==> config.mk <==
export PLATFORM = sky130hd
export DESIGN_NAME = leg_contact_state_tracker
export DESIGN_NICKNAME = d
export VERILOG_FILES = /design/src/hdl/lcst_pkg.sv /design/src/hdl/lcst_lane.sv /design/src/hdl/lcst_merge.sv /design/src/hdl/leg_contact_state_tracker.sv
export SDC_FILE = /design/constraint.sdc
export NUM_CORES = 1
export LEC_CHECK = 0
export ABC_AREA = 1
export BUFFER_PORTS_ARGS = -buffer_cell sky130_fd_sc_hd__buf_2
export CORE_MARGIN = 3
export CORE_UTILIZATION = 45
export CTS_CLUSTER_DIAMETER = 60
export DETAILED_ROUTE_END_ITERATION = 16
export HOLD_SLACK_MARGIN = 0.08
export PLACE_DENSITY = 0.68
export SLEW_MARGIN = 5
export SYNTH_ARGS = -nofsm -noshare
export SYNTH_HDL_FRONTEND = slang
export SYNTH_SLANG_ARGS = --single-unit
==> constraint.sdc <==
create_clock -name clk_i -period 7 [get_ports clk_i]
set_input_delay 1.4 -clock clk_i [delete_from_list [all_inputs] [get_ports clk_i]]
set_output_delay 1.4 -clock clk_i [all_outputs]
set_load 0.01 [all_outputs]
==> src/hdl/lcst_pkg.sv <==
// Shared types and constants for the leg contact state tracker.
// Used by the lane, merge and top-level modules; depends on nothing else.
`default_nettype none

package lcst_pkg;

  // Number of legs handled side by side
  localparam int unsigned NUM_LEGS = 4;

  // Default field widths
  localparam int unsigned PHASE_BITS_DEF = 16;
  localparam int unsigned SPEED_BITS_DEF = 16;
  localparam int unsigned RUN_BITS_DEF   = 8;

  // Configuration register widths
  localparam int unsigned TPS_W = 16;
  localparam int unsigned DEB_W = 8;
  localparam int unsigned THR_W = 15;

  // Configuration bus
  localparam int unsigned PADDR_W = 4;
  localparam int unsigned PDATA_W = 32;

  // Configuration register reset values
  localparam logic [TPS_W-1:0] TPS_RESET = 16'd32768;
  localparam logic [DEB_W-1:0] DEB_RESET = 8'd1;
  localparam logic [THR_W-1:0] THR_RESET = 15'd77;

  // Register indexes (word address bits)
  typedef enum logic [1:0] {
    REG_TPS = 2'd0,
    REG_DEB = 2'd1,
    REG_THR = 2'd2,
    REG_NONE = 2'd3
  } reg_idx_e;

  // Leg mode encoding
  typedef enum logic [1:0] {
    MODE_STANCE = 2'd0,
    MODE_SWING  = 2'd1,
    MODE_EARLY  = 2'd2,
    MODE_LATE   = 2'd3
  } leg_mode_e;

  // Configuration seen by every lane
  typedef struct packed {
    logic [TPS_W-1:0] touchdown_phase_start;
    logic [DEB_W-1:0] debounce_length;
    logic [THR_W-1:0] speed_threshold;
  } cfg_t;

  // Handshake control from the merge stage to the lanes
  typedef struct packed {
    logic accept;
  } lane_ctl_t;

endpackage

`default_nettype wire

==> src/hdl/lcst_lane.sv <==
// One leg lane: contact confirmation, saturating run counter and mode machine.
// Depends on lcst_pkg for the configuration struct and mode encoding.
`default_nettype none

module lcst_lane #(
  parameter int unsigned PHASE_BITS = lcst_pkg::PHASE_BITS_DEF,
  parameter int unsigned SPEED_BITS = lcst_pkg::SPEED_BITS_DEF,
  parameter int unsigned RUN_BITS   = lcst_pkg::RUN_BITS_DEF
) (
  input  wire                         clk_i,
  input  wire                         rst_ni,
  input  lcst_pkg::lane_ctl_t         ctl_i,
  input  lcst_pkg::cfg_t              cfg_i,
  input  wire                         flag_i,
  input  wire                         stance_i,
  input  wire        [PHASE_BITS-1:0] phase_i,
  input  wire signed [SPEED_BITS-1:0] speed_i,
  output lcst_pkg::leg_mode_e         mode_o
);

  localparam int unsigned PW = (PHASE_BITS > lcst_pkg::TPS_W) ? PHASE_BITS : lcst_pkg::TPS_W;
  localparam int unsigned SW = (SPEED_BITS > lcst_pkg::THR_W) ? SPEED_BITS : lcst_pkg::THR_W;
  localparam int unsigned CW = (RUN_BITS > lcst_pkg::DEB_W) ? RUN_BITS : lcst_pkg::DEB_W;

  lcst_pkg::leg_mode_e mode_q, mode_d;
  logic [RUN_BITS-1:0] run_q, run_d;

  logic [SPEED_BITS-1:0] spd_u;
  logic [SPEED_BITS-1:0] mag;
  logic                  confirmed;
  logic [CW-1:0]         deb_ext;
  logic [CW-1:0]         run_max_ext;
  logic [RUN_BITS-1:0]   cap;
  logic [RUN_BITS:0]     run_inc;
  logic                  debounced;
  logic                  phase_late;

  // Confirm contact: flag set and |speed| below threshold
  assign spd_u     = speed_i;
  assign mag       = spd_u[SPEED_BITS-1] ? (~spd_u + 1'b1) : spd_u;
  assign confirmed = flag_i && (SW'(mag) < SW'(cfg_i.speed_threshold));

  // Cap the run at the debounce length, clipped to the counter range
  assign deb_ext     = CW'(cfg_i.debounce_length);
  assign run_max_ext = CW'({RUN_BITS{1'b1}});
  assign cap         = (deb_ext > run_max_ext) ? {RUN_BITS{1'b1}} : RUN_BITS'(deb_ext);
  assign run_inc     = {1'b0, run_q} + 1'b1;

  // Advance or drop the run counter
  always_comb begin
    if (!confirmed) begin
      run_d = '0;
    end else if (run_inc > {1'b0, cap}) begin
      run_d = cap;
    end else begin
      run_d = run_inc[RUN_BITS-1:0];
    end
  end

  assign debounced  = confirmed && (CW'(run_d) >= deb_ext);
  assign phase_late = PW'(phase_i) > PW'(cfg_i.touchdown_phase_start);

  // Step the leg mode machine
  always_comb begin
    mode_d = mode_q;
    case (mode_q)
      lcst_pkg::MODE_SWING: begin
        if (stance_i) begin
          mode_d = debounced ? lcst_pkg::MODE_STANCE : lcst_pkg::MODE_LATE;
        end else if (debounced && phase_late) begin
          mode_d = lcst_pkg::MODE_EARLY;
        end
      end
      lcst_pkg::MODE_STANCE: begin
        if (!stance_i) begin
          mode_d = lcst_pkg::MODE_SWING;
        end
      end
      lcst_pkg::MODE_LATE: begin
        if (debounced) begin
          mode_d = lcst_pkg::MODE_STANCE;
        end
      end
      lcst_pkg::MODE_EARLY: begin
        if (stance_i) begin
          mode_d = lcst_pkg::MODE_STANCE;
        end
      end
      default: mode_d = lcst_pkg::MODE_STANCE;
    endcase
  end

  // Hold lane state between accepted items
  always_ff @(posedge clk_i or negedge rst_ni) begin
    if (!rst_ni) begin
      mode_q <= lcst_pkg::MODE_STANCE;
      run_q  <= '0;
    end else if (ctl_i.accept) begin
      mode_q <= mode_d;
      run_q  <= run_d;
    end
  end

  assign mode_o = mode_d;

endmodule

`default_nettype wire

==> src/hdl/lcst_merge.sv <==
// Merge stage: collects the four lane modes into one output register.
// Owns the item handshake on both channels; depends on lcst_pkg.
`default_nettype none

module lcst_merge (
  input  wire                                             clk_i,
  input  wire                                             rst_ni,
  input  wire                                             in_valid_i,
  output logic                                            in_stall_o,
  input  wire                                             out_stall_i,
  output logic                                            out_valid_o,
  input  lcst_pkg::leg_mode_e [lcst_pkg::NUM_LEGS-1:0]    mode_i,
  output lcst_pkg::lane_ctl_t                             ctl_o,
  output logic [lcst_pkg::NUM_LEGS-1:0][1:0]              state_o
);

  logic                                      valid_q, valid_d;
  logic [lcst_pkg::NUM_LEGS-1:0][1:0]        state_q;
  logic                                      accept;

  // Take a new item whenever the output register is free or drains this cycle
  assign in_stall_o   = valid_q && out_stall_i;
  assign accept       = in_valid_i && !in_stall_o;
  assign ctl_o.accept = accept;

  always_comb begin
    valid_d = valid_q;
    if (accept) begin
      valid_d = 1'b1;
    end else if (!out_stall_i) begin
      valid_d = 1'b0;
    end
  end

  always_ff @(posedge clk_i or negedge rst_ni) begin
    if (!rst_ni) begin
      valid_q <= 1'b0;
    end else begin
      valid_q <= valid_d;
    end
  end

  // Load the merged result on accept
  always_ff @(posedge clk_i) begin
    if (accept) begin
      for (int i = 0; i < lcst_pkg::NUM_LEGS; i++) begin
        state_q[i] <= mode_i[i];
      end
    end
  end

  assign out_valid_o = valid_q;
  assign state_o     = state_q;

endmodule

`default_nettype wire

==> src/hdl/leg_contact_state_tracker.sv <==
// Leg contact state tracker: four parallel leg lanes, a merge stage and the
// configuration registers. Depends on lcst_pkg, lcst_lane and lcst_merge.
//
// Usage:
//   Input channel (in_valid_i / in_stall_o) carries one control tick: contact
//   flags, desired stance bits, and a phase and vertical speed per leg.
//   Output channel (out_valid_o / out_stall_i) returns the four leg states
//   after that tick's update, one result item per input item.
//   An accepted item shows its result in the next cycle. Throughput is one item
//   per cycle while the receiver does not stall; all four lanes update in the
//   same cycle and the output register holds the merged result.
//   While the receiver stalls with a result pending, in_stall_o is high and
//   no new item is taken; lane state does not move, so no item is lost.
//   Reset puts every leg in stance, clears the run counters and loads the
//   register reset values (touchdown phase 32768, debounce 1, threshold 77).
//   Registers sit at byte addresses 0, 4 and 8 on the APB port; write them
//   only while the block is idle.
`default_nettype none

module leg_contact_state_tracker #(
  parameter int unsigned PHASE_BITS = lcst_pkg::PHASE_BITS_DEF,
  parameter int unsigned SPEED_BITS = lcst_pkg::SPEED_BITS_DEF,
  parameter int unsigned RUN_BITS   = lcst_pkg::RUN_BITS_DEF
) (
  input  wire                                 clk_i,
  input  wire                                 rst_ni,
  // configuration port
  input  wire                                 psel,
  input  wire                                 penable,
  input  wire                                 pwrite,
  input  wire  [lcst_pkg::PADDR_W-1:0]        paddr,
  input  wire  [lcst_pkg::PDATA_W-1:0]        pwdata,
  output logic [lcst_pkg::PDATA_W-1:0]        prdata,
  output logic                                pready,
  // input channel
  input  wire                                 in_valid_i,
  output logic                                in_stall_o,
  input  wire  [3:0]                          contact_flags_i,
  input  wire  [3:0]                          desired_stance_i,
  input  wire  [PHASE_BITS-1:0]               leg0_phase_i,
  input  wire  [PHASE_BITS-1:0]               leg1_phase_i,
  input  wire  [PHASE_BITS-1:0]               leg2_phase_i,
  input  wire  [PHASE_BITS-1:0]               leg3_phase_i,
  input  wire signed [SPEED_BITS-1:0]         leg0_vertical_speed_i,
  input  wire signed [SPEED_BITS-1:0]         leg1_vertical_speed_i,
  input  wire signed [SPEED_BITS-1:0]         leg2_vertical_speed_i,
  input  wire signed [SPEED_BITS-1:0]         leg3_vertical_speed_i,
  // output channel
  output logic                                out_valid_o,
  input  wire                                 out_stall_i,
  output logic [1:0]                          leg0_contact_state_o,
  output logic [1:0]                          leg1_contact_state_o,
  output logic [1:0]                          leg2_contact_state_o,
  output logic [1:0]                          leg3_contact_state_o
);

  lcst_pkg::cfg_t    cfg_q, cfg_d;
  lcst_pkg::reg_idx_e reg_idx;
  logic              cfg_wr;

  logic [lcst_pkg::NUM_LEGS-1:0][PHASE_BITS-1:0]        phase;
  logic signed [SPEED_BITS-1:0]                         speed [lcst_pkg::NUM_LEGS];
  lcst_pkg::leg_mode_e [lcst_pkg::NUM_LEGS-1:0]         mode;
  logic [lcst_pkg::NUM_LEGS-1:0][1:0]                   state;
  lcst_pkg::lane_ctl_t                                  ctl;

  // Decode register writes
  assign pready  = 1'b1;
  assign reg_idx = lcst_pkg::reg_idx_e'(paddr[3:2]);
  assign cfg_wr  = psel && penable && pwrite && pready;

  always_comb begin
    cfg_d = cfg_q;
    if (cfg_wr) begin
      case (reg_idx)
        lcst_pkg::REG_TPS: cfg_d.touchdown_phase_start = pwdata[lcst_pkg::TPS_W-1:0];
        lcst_pkg::REG_DEB: cfg_d.debounce_length       = pwdata[lcst_pkg::DEB_W-1:0];
        lcst_pkg::REG_THR: cfg_d.speed_threshold       = pwdata[lcst_pkg::THR_W-1:0];
        default:           cfg_d = cfg_q;
      endcase
    end
  end

  always_ff @(posedge clk_i or negedge rst_ni) begin
    if (!rst_ni) begin
      cfg_q.touchdown_phase_start <= lcst_pkg::TPS_RESET;
      cfg_q.debounce_length       <= lcst_pkg::DEB_RESET;
      cfg_q.speed_threshold       <= lcst_pkg::THR_RESET;
    end else begin
      cfg_q <= cfg_d;
    end
  end

  // Read back registers
  always_comb begin
    case (reg_idx)
      lcst_pkg::REG_TPS: prdata = lcst_pkg::PDATA_W'(cfg_q.touchdown_phase_start);
      lcst_pkg::REG_DEB: prdata = lcst_pkg::PDATA_W'(cfg_q.debounce_length);
      lcst_pkg::REG_THR: prdata = lcst_pkg::PDATA_W'(cfg_q.speed_threshold);
      default:           prdata = '0;
    endcase
  end

  // Spread the item fields over the lanes
  assign phase[0] = leg0_phase_i;
  assign phase[1] = leg1_phase_i;
  assign phase[2] = leg2_phase_i;
  assign phase[3] = leg3_phase_i;
  assign speed[0] = leg0_vertical_speed_i;
  assign speed[1] = leg1_vertical_speed_i;
  assign speed[2] = leg2_vertical_speed_i;
  assign speed[3] = leg3_vertical_speed_i;

  for (genvar g = 0; g < lcst_pkg::NUM_LEGS; g++) begin : g_lane
    lcst_lane #(
      .PHASE_BITS(PHASE_BITS),
      .SPEED_BITS(SPEED_BITS),
      .RUN_BITS  (RUN_BITS)
    ) u_lane (
      .clk_i   (clk_i),
      .rst_ni  (rst_ni),
      .ctl_i   (ctl),
      .cfg_i   (cfg_q),
      .flag_i  (contact_flags_i[g]),
      .stance_i(desired_stance_i[g]),
      .phase_i (phase[g]),
      .speed_i (speed[g]),
      .mode_o  (mode[g])
    );
  end

  lcst_merge u_merge (
    .clk_i      (clk_i),
    .rst_ni     (rst_ni),
    .in_valid_i (in_valid_i),
    .in_stall_o (in_stall_o),
    .out_stall_i(out_stall_i),
    .out_valid_o(out_valid_o),
    .mode_i     (mode),
    .ctl_o      (ctl),
    .state_o    (state)
  );

  assign leg0_contact_state_o = state[0];
  assign leg1_contact_state_o = state[1];
  assign leg2_contact_state_o = state[2];
  assign leg3_contact_state_o = state[3];

  // An accepted item always yields a result on the next cycle
  assert property (@(posedge clk_i) disable iff (!rst_ni)
    ctl.accept |=> out_valid_o)
    else $error("accepted item produced no result");

  // Stall toward the sender only while a result waits on a stalled receiver
  assert property (@(posedge clk_i) disable iff (!rst_ni)
    in_stall_o |-> (out_valid_o && out_stall_i))
    else $error("input stalled without a pending stalled result");

  // A debounce register write lands in the next cycle
  assert property (@(posedge clk_i) disable iff (!rst_ni)
    (cfg_wr && (reg_idx == lcst_pkg::REG_DEB))
      |=> (cfg_q.debounce_length == $past(pwdata[lcst_pkg::DEB_W-1:0])))
    else $error("debounce length write lost");

endmodule

`default_nettype wire

==> PnR_summary.wiki, run 1 <==
{| class="wikitable"
! Metric !! Value
|-
| Outcome || completed
|-
| Most used flip-flop cell after synthesis || dfrtp_1
|-
| Share of cells above drive strength 1 || 14.8%
|-
| Pin count of the biggest net entering global routing || 53
|-
| Number of hold buffers added after CTS || 0
|-
| Synth Warn # || 0
|-
| Switch Pwr || 1.98 mW
|-
| Count of final hold-check violations || 0
|-
| Transition time of the tightest slew-check pin || 1.21 ns
|-
| Part of the power in combinational logic || 64.9%
|-
| Detail Route Antenna Nets || 0
|-
| Type of the worst min-delay path || reg2reg
|-
| Grt total ovfl || 0
|-
| Worst relative slew slack || 19.3%
|-
| Post-Syn Area || 11000 um2
|-
| Number of antenna cells inserted || 0
|-
| M3 GR Usage || 2.26%
|-
| Post-synthesis to final-layout area growth || 13.5%
|-
| Wire length of the first global-routing pass || 49500 um
|-
| Final period util || 73.3%
|-
| DRC viols || 0
|-
| Worst reg2reg path depth || 28
|-
| Std cell rows || 56
|-
| Maximum clock insertion buffer count || 2
|-
| Io pins || 222
|-
| Floorplan die height || 162 um
|-
| Post-Syn Instances || 1612
|-
| Clock Latency Late Sink || 0.35 ns
|-
| Share of total power in sequential cells || 22.1%
|-
| CTS tree || yes
|-
| Type of the worst setup path || in2reg
|-
| Worst Setup Slack, final || 1.87 ns
|-
| Net Sw Frac || 52.0%
|-
| Maximum clock frequency || 195 MHz
|-
| RSZ-0062 raised after global routing || false
|-
| Via Count || 10904
|-
| Global routing usage on met1 || 31.1%
|-
| Worst Setup End Kind || register
|-
| Count of input and output buffers || 186
|-
| Routed wire length per instance || 14.6 um
|-
| VDD IR max || 0.000166 V
|-
| Estimated wirelength of the detail-placed design || 24900 um
|-
| Initial antenna violation count || 2
|-
| Average instance area after synthesis || 6.83 um2
|-
| Slew Limit Fails || 0
|-
| Finish-stage setup viols || 0
|-
| Areal power density over the cells || 305 nW/um2
|-
| Share of power burned in the clock network || 12.9%
|-
| Die Width || 162 um
|-
| Accumulated negative setup slack || 0 ns
|-
| First-pass iteration count of the detailed router || 5
|-
| Number of enable-type register cells in the synthesized netlist || 8
|-
| Total setup buffers inserted after CTS || 0
|-
| Number of buffers added by the clock tree synthesis step || 9
|-
| Critical Path Source Type || input port
|-
| Global router's overall resource usage || 23.1%
|-
| Maximum Capacitance Violations || 0
|-
| Global placer's final weighted congestion || 0.888
|-
| Arrival @ worst endpoint || 5.24 ns
|-
| Routed Wire Length || 30900 um
|-
| Internal power || 1.83 mW
|-
| Global route hottest layer || met2
|-
| Buffer cell driving the clock tree root || clkbuf_16
|-
| Setup WS pre-CTS || 1.49 ns
|-
| Proportion of synthesized chip area in sequential cells || 20.4%
|-
| Layout Nets || 2158
|-
| TritonCTS sink count || 88
|-
| Level count of the clock H-tree || 3
|-
| Flop-to-flop setup slack || 2.94 ns
|-
| Peak fanout along the critical path || 11
|-
| Leak pwr || 6.98 nW
|-
| Number of global-route vias before repair || 10157
|-
| Time the final worst path needs with I/O delays and setup || 5.13 ns
|-
| Met2 Use GR || 39.6%
|-
| Detailed-route vias per instance || 5.17
|-
| Number of instances on the worst hold path || 2
|-
| Post-cts resize count || 0
|-
| Count of placed standard cells including taps || 2095
|-
| Number of library cell types mapped by synthesis || 46
|-
| Fin cells || 2111
|-
| Initial detailed-routing violation count || 670
|-
| Worst Skew || 0.0105 ns
|-
| Share of async-settable or async-resettable flops after synthesis || 90.9%
|-
| Clock transition at the registers of the reported paths || 0.07 ns
|-
| Critical Path RT || 7.11 ns
|-
| Area of the placeable core || 23800 um2
|-
| Area enclosed by the die boundary || 26400 um2
|-
| Initial Util || 46.3%
|-
| Flop and latch count out of synthesis || 88
|}
[cell usage after synthesis (9+ instances only)]
master    instances  area [um2]
a21oi_1          88         440
buf_4            19         143
clkbuf_1         15        56.3
dfrtp_1          74        1850
ha_1            192        2400
inv_1           234         878
nand2_1         416        1560
nand3_1          87         435
nand3_2          13         130
nand4_1          35         219
nor2_1          142         533
nor2_2           16         100
nor3_1            9        45.0
o21ai_0          78         390
o21ai_1          13        65.1
xnor2_1          22         193
xor2_1           51         447
[registers in the layout, indices dropped and copies added (netlist names)]
| name | cells |
|---|---|
| cfg_q | 39 |
| g_lane.u_lane.mode_q | 8 |
| g_lane.u_lane.run_q | 32 |
| u_merge.out_valid_o | 1 |
| u_merge.state_o | 8 |
[critical path, stage by stage]
cell and delay, ns:
buf_2 0.12, inv_1 0.10, ha_1 0.19, nand3_1 0.13, nor2_1 0.12, nand2_1 0.05
o21ai_0 0.34, o21ai_0 0.18, xor2_1 0.18, ha_1 0.34, inv_1 0.05, o211ai_1 0.25
inv_1 0.07, nand2_1 0.06, nor2_1 0.04, buf_4 0.18, inv_1 0.17, nor2_1 0.08
ha_1 0.29, nand2_1 0.07, nor2_1 0.15, nand4_1 0.09, nand3_1 0.15, nand3_2 0.12
nand2_1 0.07, nand3_1 0.09, and2_1 0.15
[layout make-up]
type	instances	area [um2]
clock buffers	9	225
clock inverters	7	72.6
fillers	2402	11300
inverters	236	886
multi-input cells	1263	7700
flip-flops and latches	88	2250
well taps	319	399
repair buffers	189	956
[per-layer routing]
layer | vias to the layer above | routed length [um] | share of wire (%)
met5 | - | 23 | 0.074
met4 | 4 | 768 | 2.5
met3 | 47 | 1440 | 4.6
met2 | 268 | 14600 | 47
met1 | 4981 | 14100 | 46
li1 | 5604 | - | -
[cells in the final DEF, fill, tap and decap left out, types with 2 or more instances in the layout]
| cell | netlist | layout |
|---|---|---|
| o21a_1 | 8 | 8 |
| nand2_2 | 7 | 7 |
| nor2_1 | 142 | 141 |
| nor4_1 | 4 | 4 |
| nor2_4 | 5 | 6 |
| buf_2 | 4 | 185 |
| o31ai_1 | 7 | 7 |
| xor2_1 | 51 | 51 |
| o211ai_1 | 8 | 8 |
| a21o_1 | 7 | 7 |
| nand4_2 | 3 | 3 |
| dfstp_2 | 6 | 6 |
| nor3_1 | 9 | 9 |
| a31oi_1 | 2 | 2 |
| nand2_1 | 416 | 416 |
| conb_1 | 2 | 17 |
| inv_8 | 0 | 3 |
| edfxtp_1 | 8 | 8 |
| inv_1 | 234 | 234 |
| nand2_4 | 3 | 3 |
| o221ai_1 | 8 | 8 |
| clkbuf_16 | 0 | 9 |
| buf_4 | 19 | 4 |
| ha_1 | 192 | 192 |
| nand3_1 | 87 | 87 |
| nand4_1 | 35 | 35 |
| xnor2_1 | 22 | 22 |
| o22ai_1 | 7 | 7 |
| nand3b_1 | 4 | 4 |
| o21ai_0 | 78 | 78 |
| o21ai_1 | 13 | 13 |
| inv_2 | 2 | 2 |
| nor2_2 | 16 | 16 |
| a21oi_1 | 88 | 88 |
| or2_2 | 2 | 2 |
| and3_1 | 2 | 2 |
| nand3_2 | 13 | 13 |
| dfrtp_1 | 74 | 74 |
[final timing paths]
kind	from	endpoint
max	leg2_vertical_speed_i[0]	u_merge.state_o[4]
min	cfg_q[29]	cfg_q[29]
max reg2reg	g_lane[0].u_lane.run_q[0]	u_merge.state_o[1]
min reg2reg	cfg_q[29]	cfg_q[29]
max in group asynchronous	rst_ni	cfg_q[16]
min in group asynchronous	rst_ni	g_lane[1].u_lane.run_q[3]
[cell families (layout without fill, tap and decap cells)]
logic type               Yosys count  in the layout  share of synthesized area (%)
adder cells (fa/ha/maj)          192            192                           21.8
AO/OA/AOI/OAI                    230            230                           11.7
other                              2             17                         0.0682
AND/OR/NAND/NOR                  751            751                           30.0
buffers and inverters            276            441                           10.2
XOR/XNOR                          73             73                           5.81
flip-flops                        88             88                           20.4
[through the flow]
step / util, % / hold WS [ns] / area (um2) / total power, mW
5_1_grt: 52.6 / 0.512 / 12500 / 4.24
3_3_place_gp: 51.3 / 0.464 / 12200 / 3.21
6_report: 52.6 / 0.490 / 12500 / 3.81
2_1_floorplan: - / 0.453 / 11100 / 2.71
4_1_cts: 52.6 / 0.493 / 12500 / 3.80
3_5_place_dp: 51.3 / 0.474 / 12200 / 3.29
[power by group through the flow]
stage               combinational [mW]  sequential, mW  clock (mW)
floorplan                         1.90           0.815           0
global placement                  2.37           0.845           0
detailed placement                2.44           0.850           0
CTS                               2.46           0.841       0.502
global route                      2.85           0.868       0.522
finish                            2.47           0.843       0.493
Note: power is estimated with default switching activity, not from simulation.
==> run 2, diff against run 1 <==
--- a/config.mk
+++ b/config.mk
@@ -12,7 +12,7 @@
 export CTS_CLUSTER_DIAMETER = 60
 export DETAILED_ROUTE_END_ITERATION = 16
 export HOLD_SLACK_MARGIN = 0.08
-export PLACE_DENSITY = 0.68
+export PLACE_DENSITY = 0.71
 export SLEW_MARGIN = 5
 export SYNTH_ARGS = -nofsm -noshare
 export SYNTH_HDL_FRONTEND = slang
==> constraint.sdc (replaced) <==
create_clock -name clk_i -period 4.25 [get_ports clk_i]
set_input_delay 0.85 -clock clk_i [delete_from_list [all_inputs] [get_ports clk_i]]
set_output_delay 0.85 -clock clk_i [all_outputs]
set_load 0.01 [all_outputs]
==> run 2 against run 1 <==
  * Clock power increased by 71%
  * Clock skew about the same
  * Final cell count increased by 3.6%
  * Sequential share of layout area decreased by 1.1 points
  * First-iteration DRC count fell by 2.5%
  * Worst hold slack worse by 0.0099 ns
  * Sequential cell count did not move
  * Via count is 3.6% higher
  * Routed wire length up 3.1%
  * Combinational power up 83%
  * Count of clock-buffer cells in the layout is the same
  * Global-route usage is 0.48 points higher
==> PnR_summary.wiki, run 2 (synthesis gave the netlist of run 1 again) <==
{| class="wikitable"
! Metric !! Value
|-
| Detail Route Antenna Nets || 0 (unchanged)
|-
| Initial Util || 46.3% (unchanged)
|-
| Maximum Capacitance Violations || 0 (unchanged)
|-
| Count of input and output buffers || 186 (unchanged)
|-
| Delay of the slowest cell on the worst path || 0.33 ns (about the same)
|-
| Accumulated negative setup slack || 0 ns (unchanged)
|-
| Pin count of the biggest net entering global routing || 55 (+3.8%)
|-
| Detailed-route vias per instance || 5.16 (about the same)
|-
| Area of the placeable core || 23800 um2 (unchanged)
|-
| Outcome || completed
|-
| Count of final hold-check violations || 0 (unchanged)
|-
| Maximum clock frequency || 253 MHz
|-
| Type of the worst min-delay path || reg2reg
|-
| Type of the worst setup path || in2reg
|-
| Hold slack || 0.480 ns (-0.00988 ns)
|-
| Level count of the clock H-tree || 3 (unchanged)
|-
| Via Count || 11294 (+3.6%)
|-
| Buffer cell driving the clock tree root || clkbuf_16
|-
| Worst Skew || 0.0101 ns (-0.000420 ns)
|-
| Routed Wire Length || 31900 um (+3.1%)
|-
| Floorplan die height || 162 um (unchanged)
|-
| TritonCTS sink count || 88 (unchanged)
|-
| Areal power density over the cells || 506 nW/um2 (+66%)
|-
| Register name with the most flops || cfg_q
|-
| Time the final worst path needs with I/O delays and setup || 3.96 ns
|-
| Tot Pwr || 6.76 mW (+77%)
|-
| Slowest library cell on the worst path || ha_1
|-
| Global placer's final weighted congestion || 0.898 (+1.2%)
|-
| Worst relative slew slack || 37.9% (+19 points)
|-
| VDD IR max || 0.000289 V (+74%)
|-
| Top library cells by usage in the layout, fill and taps aside || 410 x nand2_1, 226 x inv_1, 186 x ha_1, 185 x buf_2, 125 x nor2_1
|-
| Transition time of the tightest slew-check pin || 0.930 ns (-0.277 ns)
|-
| First-pass iteration count of the detailed router || 8 (+3)
|-
| Area enclosed by the die boundary || 26400 um2 (unchanged)
|-
| Arrival @ worst endpoint || 4.07 ns (-1.17 ns)
|-
| Clock Latency Late Sink || 0.36 ns (about the same)
|-
| Finish-stage setup viols || 0 (unchanged)
|-
| Critical Path Source Type || input port
|-
| CTS tree || yes
|-
| Maximum clock insertion buffer count || 2 (unchanged)
|-
| Final period util || 93.1%
|-
| Slew Limit Fails || 0 (unchanged)
|-
| Grt total ovfl || 0 (unchanged)
|-
| Leak pwr || 7.38 nW (+5.7%)
|-
| DRC viols || 0 (unchanged)
|-
| Die Width || 162 um (unchanged)
|-
| Number of buffers added by the clock tree synthesis step || 9 (unchanged)
|-
| Layout Nets || 2233 (+3.5%)
|-
| Std cell rows || 56 (unchanged)
|-
| Post-synthesis to final-layout area growth || 21.2%
|-
| Worst Setup End Kind || register
|-
| Global router's overall resource usage || 23.6% (+0.48 points)
|-
| Io pins || 222 (unchanged)
|-
| Peak fanout along the critical path || 5 (-6)
|-
| Critical Path RT || 4.36 ns (-2.75 ns)
|-
| Number of flip-flops under the largest register name || 39 (unchanged)
|-
| Wire length of the first global-routing pass || 50700 um (+2.5%)
|-
| Initial detailed-routing violation count || 653 (-2.5%)
|-
| Routed wire length per instance || 14.6 um (-0.52%)
|-
| Clock transition at the registers of the reported paths || 0.07 ns (about the same)
|-
| CP most frequent cell || nand2_1
|-
| Number of global-route vias before repair || 10647 (+4.8%)
|-
| Largest regs || cfg_q: 39 flops, g_lane.u_lane.run_q: 32 flops
|-
| Leading cell type in the layout, fill and taps excluded || nand2_1
|-
| Share of cells above drive strength 1 || 21.7% (+6.9 points)
|-
| Number of hold buffers added after CTS || 0 (unchanged)
|-
| Estimated wirelength of the detail-placed design || 25400 um (+2.0%)
|-
| Initial antenna violation count || 2 (unchanged)
|}
## run 2: power breakdown
part           switching (mW)  leakage, nW  total, mW  internal (mW)
sequential              0.272         1.11       1.40           1.13
combinational            2.81         6.12       4.51           1.70
clock                   0.422        0.150      0.844          0.422
total                    3.50         7.38       6.76           3.25
## run 2: metal layers
| layer | share of wire, % | GRT usage, % | vias up |
|---|---|---|---|
| li1 | - | - | 5759 |
| met3 | 5.7 | 3.23 | 64 |
| met2 | 48 | 40.0 | 354 |
| met4 | 2.9 | 7.52 | 2 |
| met1 | 44 | 31.2 | 5115 |
| met5 | 0.041 | 0 | - |
## run 2: worst max-delay path: cells and delay by family
| kind | cells | cell delay [ns] |
|---|---|---|
| AOI/OAI and AO/OA | 2 | 0.36 |
| xor gates and xnor gates | 1 | 0.09 |
| adders and majority gates | 3 | 0.79 |
| buffers and inverters | 5 | 0.39 |
| and+or+nand+nor | 15 | 1.59 |
## run 2: layout make-up
class | count | area (um2)
sequential | 88 | 2250
fill | 2285 | 10400
antenna | 1 | 2.50
inverter | 236 | 891
clock buffer | 9 | 225
tap | 319 | 399
timing repair buffer | 264 | 1530
clock inverter | 7 | 81.3
multi-input combinational | 1263 | 7970
## run 2: worst paths after layout
path / slack, ns / to / from / depth (start not counted)
worst max-delay path: 0.29 / u_merge.state_o[1] / leg0_vertical_speed_i[0] / 26
worst min-delay path: 0.48 / u_merge.out_valid_o / u_merge.out_valid_o / 2
worst max register to register: 0.34 / u_merge.state_o[7] / g_lane[3].u_lane.run_q[0] / 22
worst min register to register: 0.48 / u_merge.out_valid_o / u_merge.out_valid_o / 2
max in group asynchronous: 2.81 / cfg_q[15] / rst_ni / 2
min in group asynchronous: 0.53 / g_lane[1].u_lane.mode_q[1] / rst_ni / 1
## run 2: per-stage QoR
stage	utilization (%)	area, um2	worst slack [ns]	std cells
floorplan	-	11100	0.0533	1627
global placement	53.6	12700	-0.231	2167
detailed placement	53.6	12700	-0.340	2167
CTS	54.9	13000	0.0429	2183
global route	56.2	13300	-0.0600	2187
finish	56.2	13300	0.293	2187
## run 2: what timing repair did
item	CTS	global route
gates resized for setup	0	80
setup buffers	0	3
endpoints found under the setup margin	0	16
==> run 3, diff against run 2 <==
==> constraint.sdc (replaced) <==
create_clock -name clk_i -period 3.52 [get_ports clk_i]
set_input_delay 0.704 -clock clk_i [delete_from_list [all_inputs] [get_ports clk_i]]
set_output_delay 0.704 -clock clk_i [all_outputs]
set_load 0.01 [all_outputs]
==> run 3 against run 2 <==
  * The run now ends with negative setup slack left
  * Non-clock buffer count is 229 higher
  * Clock skew is 0.0029 ns higher
  * Count of clock-buffer cells in the layout stayed put
  * Worst hold slack better by 0.0034 ns
==> PnR_summary.wiki, run 3 (synthesis gave the netlist of run 1 again) <==
{| class="wikitable"
! Metric !! Value
|-
| VDD IR max || 0.000471 V (+63%)
|-
| Count of input and output buffers || 186 (unchanged)
|-
| Pin count of the biggest net entering global routing || 81 (+47%)
|-
| Buffer cell driving the clock tree root || clkbuf_16
|-
| Number of global-route vias before repair || 12361 (+16%)
|-
| Register name with the most flops || cfg_q
|-
| Number of hold buffers added after CTS || 0 (unchanged)
|-
| Leak pwr || 8.64 nW (+17%)
|-
| Finish-stage setup viols || 16 (+16)
|-
| Estimated wirelength of the detail-placed design || 27200 um (+7.0%)
|-
| Global placer's final weighted congestion || 0.908 (+1.1%)
|-
| Clock transition at the registers of the reported paths || 0.08 ns (about the same)
|-
| Peak fanout along the critical path || 5 (unchanged)
|-
| Type of the worst min-delay path || reg2reg
|-
| Type of the worst setup path || reg2reg
|-
| Global router's overall resource usage || 27.2% (+3.6 points)
|-
| Initial Util || 46.3% (unchanged)
|-
| Level count of the clock H-tree || 3 (unchanged)
|-
| Detailed-route vias per instance || 5.36 (+3.8%)
|-
| Grt total ovfl || 0 (unchanged)
|-
| Die Width || 162 um (unchanged)
|-
| Time the final worst path needs with I/O delays and setup || 3.97 ns
|-
| Number of flip-flops under the largest register name || 39 (unchanged)
|-
| Number of instances on the worst hold path || 2 (unchanged)
|-
| Maximum clock insertion buffer count || 2 (unchanged)
|-
| List of cells traversed by the critical path || nand3_2 > nand3b_1 > nand3b_1 > xor2_1 > inv_1 > ha_4 > inv_2 > o211ai_1 > nor2_1 > nand2_2 > buf_6 > nand2_8 > o21ai_4 > nor2_4 > ha_4 > nand2_2 > nor2_2 > nand4_1 > nand3_2 > nand3_4 > nor2_1 > nor2_1 > nand2_1 > nand2_1
|-
| Routed wire length per instance || 16.6 um (+14%)
|-
| Area enclosed by the die boundary || 26400 um2 (unchanged)
|-
| Critical Path RT || 3.64 ns (-0.72 ns)
|-
| Post-synthesis to final-layout area growth || 48.2%
|-
| Worst Setup Slack, final || -0.446 ns (-0.739 ns)
|-
| Top library cells by usage in the layout, fill and taps aside || 369 x nand2_1, 296 x buf_4, 207 x inv_1, 175 x buf_2, 160 x ha_1
|-
| Arrival @ worst endpoint || 4.09 ns (+0.02 ns)
|-
| Slowest library cell on the worst path || dfrtp_1
|-
| Areal power density over the cells || 681 nW/um2 (+35%)
|-
| Fin cells || 2416 (+10%)
|-
| Outcome || finished with violations
|-
| CTS tree || yes
|-
| Worst Setup End Kind || register
|-
| Worst relative slew slack || 25.1% (-13 points)
|-
| Count of final hold-check violations || 0 (unchanged)
|-
| Violations in the final reports || negative setup slack
|-
| Critical Path Source Type || register
|-
| Post-layout utilization of the core || 68.7% (+13 points)
|-
| Layout Nets || 2463 (+10%)
|-
| Hold slack || 0.483 ns (+0.00340 ns)
|-
| Std cell rows || 56 (unchanged)
|-
| Tot Pwr || 11.1 mW (+64%)
|-
| Count of placed standard cells including taps || 2301 (+6.2%)
|-
| Clock Latency Late Sink || 0.37 ns (about the same)
|-
| Io pins || 222 (unchanged)
|-
| Via Count || 12950 (+15%)
|-
| First-pass iteration count of the detailed router || 6 (-2)
|-
| CP most frequent cell || nor2_1
|-
| DRC viols || 0 (unchanged)
|-
| Slew Limit Fails || 0 (unchanged)
|-
| TritonCTS sink count || 88 (unchanged)
|-
| Detail Route Antenna Nets || 0 (unchanged)
|-
| Area of the placeable core || 23800 um2 (unchanged)
|-
| Wire length of the first global-routing pass || 58800 um (+16%)
|-
| Routed Wire Length || 40100 um (+26%)
|-
| Worst Skew || 0.0130 ns (+0.00294 ns)
|-
| Leading cell type in the layout, fill and taps excluded || nand2_1
|-
| Maximum Capacitance Violations || 0 (unchanged)
|-
| Floorplan die height || 162 um (unchanged)
|-
| Largest regs || cfg_q: 39 flops, g_lane.u_lane.run_q: 32 flops
|-
| Delay of the slowest cell on the worst path || 0.43 ns (+0.10 ns)
|-
| Number of antenna cells inserted || 0 (-1)
|-
| Initial detailed-routing violation count || 1098 (+68%)
|-
| Number of buffers added by the clock tree synthesis step || 9 (unchanged)
|-
| Transition time of the tightest slew-check pin || 1.12 ns (+0.194 ns)
|-
| Share of cells above drive strength 1 || 37.9% (+16 points)
|-
| Maximum clock frequency || 252 MHz
|-
| Final period util || 113%
|-
| Initial antenna violation count || 2 (unchanged)
|-
| RSZ-0062 raised after global routing || true
|-
| Worst reg2reg path depth || 24 (+9.1%)
|}
## run 3: final timing paths
kind | from | to | slack (ns)
worst max-delay path | g_lane[0].u_lane.run_q[0] | u_merge.state_o[1] | -0.45
worst min-delay path | u_merge.out_valid_o | u_merge.out_valid_o | 0.48
worst max register to register | g_lane[0].u_lane.run_q[0] | u_merge.state_o[1] | -0.45
worst min register to register | u_merge.out_valid_o | u_merge.out_valid_o | 0.48
max in group asynchronous | rst_ni | g_lane[2].u_lane.mode_q[0] | 2.25
min in group asynchronous | rst_ni | g_lane[3].u_lane.run_q[4] | 0.50
## run 3: per-stage QoR
stage                     worst slack, ns  setup TNS [ns]  instance area, um2
after global placement             -0.579           -7.86               14000
after floorplan                    -0.267           -1.50               11300
after detailed placement           -0.668           -9.73               14000
final                              -0.446           -4.99               16300
after global routing               -0.664           -8.97               16300
after CTS                          -0.169           -1.44               15300
## run 3: final cells by class
type	count	area (um2)
multi-input combinational	1264	8970
fill	1775	7430
clock inverter	7	86.3
sequential	88	2250
tap	319	399
clock buffer	9	225
inverter	236	966
timing repair buffer	493	3420
## run 3: power breakdown
| group | total (mW) | switching (mW) | internal (mW) |
|---|---|---|---|
| sequential | 1.70 | 0.345 | 1.36 |
| clock | 1.03 | 0.516 | 0.509 |
| combinational | 8.38 | 4.77 | 3.61 |
| total | 11.1 | 5.63 | 5.48 |
## run 3: worst max-delay path: cells and delay by family (launching register included)
family	cells	cell delay [ns]
simple gates	16	1.71
fa+ha+maj	2	0.58
compound gates	2	0.47
flops	1	0.43
buf+inv	3	0.30
xor+xnor	1	0.22
## run 3: repair_timing
item	4_1_cts	5_1_grt
buffers inserted	73	26
gates cloned	2	0
pin swaps	91	114
endpoints found under the setup margin	16	17
resized for setup	102	175
## run 3: routing by layer
layer	GRT usage, %	vias up	wire length, um
met1	34.0	5967	16000
met2	46.1	571	19200
met3	4.81	182	2670
met4	11.7	4	2170
li1	-	6226	-
met5	0	-	27
